### config.mk
export PLATFORM = sky130hd
export DESIGN_NAME = zbnf_scan
export DESIGN_NICKNAME = d
export VERILOG_FILES = /design/src/rtl/core/zbnf_pkg.sv /design/src/rtl/core/zbnf_scan.sv
export SDC_FILE = /design/constraint.sdc
export NUM_CORES = 1
export LEC_CHECK = 0
export BUFFER_PORTS_ARGS = -buffer_cell sky130_fd_sc_hd__buf_4
export CORE_MARGIN = 2
export CORE_UTILIZATION = 50
export DETAILED_ROUTE_END_ITERATION = 10
export GPL_ROUTABILITY_DRIVEN = 1
export PLACE_DENSITY = 0.85
export REMOVE_ABC_BUFFERS = 1
export SYNTH_ARGS = -nofsm -noshare
export SYNTH_HDL_FRONTEND = slang
export SYNTH_SLANG_ARGS = --single-unit
### constraint.sdc
create_clock -name vclk -period 5
set_clock_uncertainty 0.05 [all_clocks]
set_input_delay 0.5 -clock vclk [all_inputs]
set_output_delay 0.5 -clock vclk [all_outputs]
set_load 0.01 [all_outputs]
### src/rtl/core/zbnf_pkg.sv
// Shared types and constants for the zone bitmap next-fit allocator.
// No dependencies; imported by zbnf_scan and the allocator.
package zbnf_pkg;

    localparam int ZONE_W   = 17;
    localparam int FIRST_W  = 16;
    localparam int STATUS_W = 2;
    localparam int TDATA_W  = 24;

    // result status codes
    localparam logic [STATUS_W-1:0] ST_OK     = 2'd0;
    localparam logic [STATUS_W-1:0] ST_FULL   = 2'd1;
    localparam logic [STATUS_W-1:0] ST_RANGE  = 2'd2;
    localparam logic [STATUS_W-1:0] ST_DOUBLE = 2'd3;

    // request kinds (s_tuser)
    localparam logic MODE_ALLOC = 1'b0;
    localparam logic MODE_FREE  = 1'b1;

    // configuration register indexes
    localparam logic REG_FIRST_DATA_ZONE = 1'b0;
    localparam logic REG_ZONE_TOTAL      = 1'b1;

    // which range edges clip the word under test
    typedef struct packed {
        logic use_lo;
        logic use_hi;
    } scan_ctl_t;

endpackage

### src/rtl/core/zbnf_scan.sv
// Scan unit: lowest clear bit of one bitmap word inside a bit window.
// Depends on zbnf_pkg for scan_ctl_t.
module zbnf_scan #(
    parameter int WIDTH = 64,
    parameter int OFF_W = 6
) (
    input  logic [WIDTH-1:0]       word_data,
    input  zbnf_pkg::scan_ctl_t    ctl,
    input  logic [OFF_W-1:0]       lo_off,
    input  logic [OFF_W-1:0]       last_off,
    output logic                   found,
    output logic [OFF_W-1:0]       found_off,
    output logic [WIDTH-1:0]       found_onehot
);
    import zbnf_pkg::*;

    logic [WIDTH-1:0] lo_mask;
    logic [WIDTH-1:0] hi_mask;
    logic [WIDTH-1:0] free_bits;
    logic [WIDTH-1:0] lowest;

    always_comb
    begin
        lo_mask   = ctl.use_lo ? ({WIDTH{1'b1}} << lo_off) : {WIDTH{1'b1}};
        hi_mask   = ctl.use_hi ? ({WIDTH{1'b1}} >> (OFF_W'(WIDTH - 1) - last_off))
                               : {WIDTH{1'b1}};
        free_bits = ~word_data & lo_mask & hi_mask;
        // isolate lowest set bit
        lowest    = free_bits & (~free_bits + WIDTH'(1));
        found     = |free_bits;
        found_off = '0;
        for (int j = 0; j < WIDTH; j++)
        begin
            if (lowest[j])
            begin
                found_off = found_off | OFF_W'(j);
            end
        end
        found_onehot = lowest;
    end

endmodule

==> impl_metrics.toml, run 1 <==
[min_path]
min_path_type = "primary input to output pin"

[synth]
synthTopCellsByCount = "46 x nand2_1, 44 x nor2_1, 33 x a21oi_1, 30 x nor3_1, 29 x nand3_1"
syn-mean-instance-area_um2 = 6.30
yosys_warnings = 0
ys_types = 78
synth_top_area_cell = "nand2_1"
yosysMostFrequentCell = "nand2_1"
synth.cell_area_mm2 = 0.00326
synthTopCellsByArea = "nand2_1 5.3%, a21oi_1 5.1%, nor2_1 5.1%"
synth_cells = 517
yosysSeqAreaShare = 0
yosys.area.top_type_share = 0.0530

[layout]
final_nets = 729
syn2layout_area_growth_pct = 36.1
nClkBuffers = 0
ff_latch_area_um2 = 0
n_antenna_cell = 0
drive_above_1_share = 0.311
nFlopsAndLatches = 0

[floorplan]
std_cell_rows = 29
start_util = 0.516
die_h_um = 84.7
ioPinCount = 149
dieArea_mm2 = 0.00718
core_mm2 = 0.00631
die_x_um = 84.7

[sta]
fin_crit_ps = 4730
tightest_slew_ps = 1040
min_period_over_period = 0.945
finalSetupViolCount = 0
fin_setup_tns_ps = 0
relSlewSlack = 0.308
rsz0062_at_grt = "false"
drv_slew = 0
max_freq_mhz = 212
finalHoldViolations = 0

[drt]
wirelength_um = 17200
avgViaCountPerCell = 7.43
drtAntennaViolNets = 0
wl_per_cell_um = 23.7
drcViolationCount = 0
drtIter0Drc = 1155
num_vias = 5391
drtPass1Iterations = 7

[critical_path]
cp-start-kind = "primary input"
path_class = "primary input to output pin"
arrival_ps = 4180
crit_path_end_kind = "output pin"
critPathMaxFanout = 20
worst_ep_required_time_ps = 4450

[grt]
overflow = 0
grt_pass1_vias = 4864
grt_util_all_layers = 0.450
grt_pass1_wl_um = 26300
antenna_found_initial = 0
grt_max_degree = 34

[placed_design]
hpwl_um = 13700
io_buffer_count = 149
gp_congestion = 1.09

[outcome]
outcome = "complete, no violations"

[pwr]
vdd_drop_max_mv = 0.0948
p_leak_uw = 0.00197
combPwrFrac = 1.000
power_density_mw_per_mm2 = 88.8
total_power_uw = 394
p_switching_uw = 241
swShare = 0.611
power_frac_seq = 0
p_clk_frac = 0
intPower_uw = 153

[clock_tree]
postCtsSetupRepairBufs = 0
hold_buffers = 0
cts_resized = 0

[run]
drv_cap = 0
==> power by group through the flow <==
stage / logic [uW] / clock network [uW] / registers (uW)
global route: 414 / 0 / 0
detailed placement: 372 / 0 / 0
floorplan: 199 / 0 / 0
finish: 394 / 0 / 0
global placement: 368 / 0 / 0
CTS: 374 / 0 / 0
==> worst paths after layout <==
check / slack [ps] / endpoint / from / cells past startpoint
max: 270 / found_off[5] / ctl[0] / 11
min: 1330 / found_onehot[52] / word_data[52] / 5
==> layout by cell type (no fill, tap or decap), types with 4 or more instances in the layout <==
master    count
nand4_1       7
o21ai_0      28
nor2b_1      11
nor4b_1       4
inv_1        12
nand2b_1      6
a31o_2        4
nor4_1       18
nor2_1       44
o21a_1        9
and3_1       17
or4_1        12
and4_1        6
nand2_1      46
a21oi_1      33
o211a_1       4
a2111o_1      4
nor3_1       30
or3_1         6
a21o_1        6
a211oi_1     13
a31oi_1       4
buf_4       173
nand3b_1      7
o211ai_1      7
a211o_1       6
or2_2         6
a221oi_1     14
and2_1        9
o22ai_1       4
nand3_1      29
==> metal layers <==
| layer | track usage | wire [um] | part of all wire | vias up |
|---|---|---|---|---|
| li1 | - | - | - | 2333 |
| met3 | 0.108 | 2820 | 0.16 | 82 |
| met4 | 0.169 | 862 | 0.050 | 0 |
| met2 | 0.684 | 7210 | 0.42 | 585 |
| met5 | 0 | 0 | 0 | - |
| met1 | 0.615 | 6310 | 0.37 | 2391 |
==> worst max-delay path, stage by stage <==
cell	delay, ps
buf_4	190
nor2b_1	840
a221oi_1	360
o31ai_1	720
and3_1	370
nand3_1	160
nor4_1	500
a211oi_1	130
nor2b_1	160
nand4bb_1	110
buf_4	120
==> kinds of logic after synthesis <==
kind of cell           after synthesis  share of synthesized area
and+or+nand+nor                    283                      0.498
AOI/OAI and AO/OA                  181                      0.421
buffers and inverters               53                     0.0806
==> final cells by class <==
cell class / count / area [um^2]
fillers: 547 / 1880
inverters: 12 / 45.0
multi-input cells: 464 / 3000
well taps: 77 / 96.3
repair buffers: 173 / 1300
==> stage by stage <==
| stage | worst slack (ps) | utilization | area (um^2) | hold slack [ps] | cells |
|---|---|---|---|---|---|
| after floorplan | 698 | - | 3040 | 1090 | 476 |
| after global placement | 551 | 0.703 | 4440 | 1310 | 726 |
| after detailed placement | 463 | 0.703 | 4440 | 1310 | 726 |
| after CTS | 455 | 0.703 | 4440 | 1310 | 726 |
| after global routing | 198 | 0.703 | 4440 | 1350 | 726 |
| final | 274 | 0.703 | 4440 | 1330 | 726 |
Note: power is estimated with default switching activity, not from simulation.
==> run 2, diff against run 1 <==
Settings changed: BUFFER_PORTS_ARGS -buffer_cell sky130_fd_sc_hd__buf_4 to -buffer_cell sky130_fd_sc_hd__buf_2, CORE_UTILIZATION 50 to 30, PLACE_DENSITY 0.85 to 0.55, SLEW_MARGIN from default to 30.
==> run 2 against run 1 <==
  * Routed wire length up 11%
  * Highest routed layer unchanged
  * Critical endpoint is now found_off[4]
  * Worst setup slack got worse by 71 ps
  * Sequential share of layout area did not move
  * Final area shrank 5.3%
==> impl_metrics.toml, run 2 (synthesis results as in run 1) <==
[outcome]
outcome = "complete, no violations"

[layout]
drive_above_1_share = 0.320
layout_common_cells = "149 x buf_2, 46 x nand2_1, 44 x nor2_1"
final_nets = 737
nClkBuffers = 0
ff_latch_area_um2 = 0
final_core_util = 0.393
syn2layout_area_growth_pct = 28.9
n_antenna_cell = 0
nFlopsAndLatches = 0
final_common_cell = "buf_2"

[sta]
tightest_slew_ps = 901
min_period_over_period = 0.959
finalSetupViolCount = 0
relSlewSlack = 0.396
fin_crit_ps = 4800
holdWs_ps = 1310
finalHoldViolations = 0
drv_slew = 0
max_freq_mhz = 208
rsz0062_at_grt = "false"
fin_setup_tns_ps = 0

[clock_tree]
postCtsSetupRepairBufs = 0
cts_resized = 0
hold_buffers = 0

[critical_path]
cp-start-kind = "primary input"
critPathMaxFanout = 14
crit_path_start = "last_off[0]"
crit_path_end_kind = "output pin"
worst_ep_required_time_ps = 4450
worst_path_max_delay_cell = "a221oi_1"
critPathCapture = "found_off[4]"
path_class = "primary input to output pin"
crit_path_cell_trace = "buf_2, o21ai_0, a221oi_1, o21ai_0, nor3b_2, and2_4, nand3_2, buf_4, nor2_1, or4_1, or4_1, buf_2"
max_stage_delay_ps = 810
arrival_ps = 4250

[placed_design]
io_buffer_count = 149
gp_congestion = 1.05
hpwl_um = 15600

[drt]
drtAntennaViolNets = 0
drtPass1Iterations = 5
drtIter0Drc = 538
num_vias = 5223
wirelength_um = 19200
drcViolationCount = 0
wl_per_cell_um = 24.0
avgViaCountPerCell = 6.55

[grt]
overflow = 0
grt_pass1_wl_um = 28600
grt_pass1_vias = 4965
grt_util_all_layers = 0.318
grt_max_degree = 24
antenna_found_initial = 0

[min_path]
min_path_type = "primary input to output pin"

[floorplan]
core_mm2 = 0.0107
start_util = 0.305
std_cell_rows = 38
die_h_um = 108
die_x_um = 108
dieArea_mm2 = 0.0117
ioPinCount = 149

[pwr]
vdd_drop_max_mv = 0.0358
p_leak_uw = 0.00195
power_density_mw_per_mm2 = 90.3

[run]
drv_cap = 0
==> run 2: cell types whose count changed in the layout (fill, tap and decap cells not counted), sizes merged <==
cell  previous run  this run
buf            173       181
==> run 2: report_power, final <==
| group | internal, uW | total (uW) | switching (uW) |
|---|---|---|---|
| clock network | 0 | 0 | 0 |
| logic | 135 | 380 | 245 |
| registers | 0 | 0 | 0 |
| total | 135 | 380 | 245 |
==> run 2: metrics by stage <==
step / std cells / setup WS (ps) / power (uW) / instance area [um^2]
after floorplan: 476 / 698 / 199 / 3040
after global placement: 797 / 354 / 367 / 4200
after detailed placement: 797 / 341 / 365 / 4200
after CTS: 797 / 340 / 367 / 4200
after global routing: 797 / 93.1 / 407 / 4200
final: 797 / 203 / 380 / 4200
==> run 2: worst min path at each step <==
stage,start,to,cells after the start
floorplan,word_data[7],found_onehot[7],3
global placement,word_data[52],found_onehot[52],5
detailed placement,word_data[52],found_onehot[52],5
CTS,word_data[52],found_onehot[52],5
global route,word_data[52],found_onehot[52],5
finish,word_data[52],found_onehot[52],5
==> run 2: layout make-up <==
type	instances	area, um^2
Timing Repair Buffer	181	986
Tap cell	140	175
Inverter	12	45.0
Multi-Input combinational cell	464	3000
Fill cell	1250	6490
==> run 2: critical path, delay by kind of cell <==
family,cells,cell delay [ps]
AO/OA/AOI/OAI,3,1370
buffers and inverters,3,610
AND/OR/NAND/NOR,6,1760
==> run 2: per-layer routing <==
layer  routed length [um]  vias to the layer above  global-route usage
li1                     -                     2339                   -
met1                 7890                     2478               0.429
met2                 8480                      350               0.506
met3                 1970                       56              0.0500
met4                  811                        0               0.122
met5                    0                        -                   0
==> run 3, diff against run 2 <==
Settings changed: ABC_AREA from default to 1, PLACE_DENSITY 0.55 to 0.53.
==> run 3 against run 2 <==
  * Sequential share of layout area unchanged
  * Highest routed layer unchanged
  * Utilization down 2.3 points
  * Critical endpoint is now found_off[3]
  * Fmax up 21%
  * Largest power group unchanged
  * Combinational power up 16%
  * Via count up 29%
  * Power up 16%
  * Hold slack better by 25 ps
==> impl_metrics.toml, run 3 <==
[layout]
instances_no_fill = 1300
drive_above_1_share = 0.177
layout_common_cells = "333 x nand2_1, 238 x nor2_1, 157 x inv_1"
final_common_cell = "nand2_1"
ff_latch_area_um2 = 0
final_nets = 1200
multi_input_area_mm2 = 0.00350
n_antenna_cell = 0
nFlopsAndLatches = 0
nClkBuffers = 0
final_core_util = 0.370
fillers = 1751
syn2layout_area_growth_pct = 20.7

[synth]
yosys_warnings = 0
synth_cells = 987
synth_top_area_cell = "nand2_1"
yosysMostFrequentCell = "nand2_1"
yosys.area.top_type_share = 0.295
synth.cell_area_mm2 = 0.00424
yosysSeqAreaShare = 0
synthTopCellsByArea = "nand2_1 29%, nor2_1 21%, inv_1 14%"
synthTopCellsByCount = "333 x nand2_1, 238 x nor2_1, 157 x inv_1, 106 x nand3_1, 26 x nand4_1"
ys_types = 28
syn-mean-instance-area_um2 = 4.29

[sta]
rsz0062_at_grt = "false"
max_freq_mhz = 252
tightest_slew_ps = 813
relSlewSlack = 0.458
fin_crit_ps = 3970
fin_setup_tns_ps = 0
drv_slew = 0
finalHoldViolations = 0
finalSetupViolCount = 0
min_period_over_period = 0.794

[pwr]
power_density_mw_per_mm2 = 85.8
p_leak_uw = 0.00353
vdd_drop_max_mv = 0.0499

[drt]
drtAntennaViolNets = 0
avgViaCountPerCell = 5.19
drcViolationCount = 0
num_vias = 6753
wirelength_um = 22800
wl_per_cell_um = 17.5
drtPass1Iterations = 5
drtIter0Drc = 732

[floorplan]
core_mm2 = 0.0138
dieArea_mm2 = 0.0151
ioPinCount = 149
die_x_um = 123
start_util = 0.306
die_h_um = 123
std_cell_rows = 43

[critical_path]
arrival_ps = 3420
crit_path_end_kind = "output pin"
path_class = "primary input to output pin"
cp-start-kind = "primary input"
critPathMaxFanout = 17
worst_ep_required_time_ps = 4450

[placed_design]
place_inst = 1300
io_buffer_count = 149
gp_congestion = 1.01
hpwl_um = 19900

[grt]
grt_max_degree = 22
overflow = 0
grt_pass1_vias = 6323
antenna_found_initial = 0
grt_util_all_layers = 0.298
grt_pass1_wl_um = 34200

[run]
drv_cap = 0

[clock_tree]
postCtsSetupRepairBufs = 0
cts_resized = 0
hold_buffers = 0

[outcome]
outcome = "complete, no violations"

[min_path]
min_path_type = "primary input to output pin"
run 3: layout make-up:
class | count | share of cell area
Inverter | 164 | 0.120
Multi-Input combinational cell | 804 | 0.685
Tap cell | 180 | 0.0440
Timing Repair Buffer | 152 | 0.150
run 3: cell families after synthesis:
kind of cell / share of synthesized area
AND/OR/NAND/NOR: 0.783
AO/OA/AOI/OAI: 0.0440
buffers and inverters: 0.173
run 3: critical path, cell delays in order:
cell and delay (ps):
buf_2 170, nor2_2 660, buf_4 300, nand2_1 100, nand3_1 230, nand2_1 110, nor2_1 160, nand2_1 110
nor2_1 280, nand4_1 270, nand2_1 150, inv_1 50, nand3_1 80, nor2_1 60, nand3_1 70, buf_2 130
run 3: final timing paths:
kind                  slack, ps  cells after the start               to         start
worst max-delay path       1030                     16     found_off[3]   last_off[5]
worst min-delay path       1340                      5  found_onehot[0]  word_data[0]
run 3: where the power goes:
part           internal (uW)  switching (uW)  leakage (uW)
clock network              0               0             0
logic                    124             315       0.00353
registers                  0               0             0
total                    124             315       0.00353
run 3: metrics by stage:
stage | total power (uW) | cell area (um^2) | worst slack [ps] | hold WS, ps
after floorplan | 264 | 4120 | 1930 | 1110
after global placement | 433 | 5110 | 1000 | 1330
after detailed placement | 426 | 5110 | 1140 | 1330
after CTS | 427 | 5110 | 1160 | 1330
after global routing | 484 | 5110 | 845 | 1390
final | 439 | 5110 | 1030 | 1340
run 3: routing by layer:
layer,global-route usage,wire length (um),vias up,share of wire
li1,-,-,3297,-
met1,0.409,9990,3009,0.44
met2,0.490,10000,390,0.44
met3,0.0251,1910,57,0.084
met4,0.0934,840,0,0.037
met5,0,0,-,0
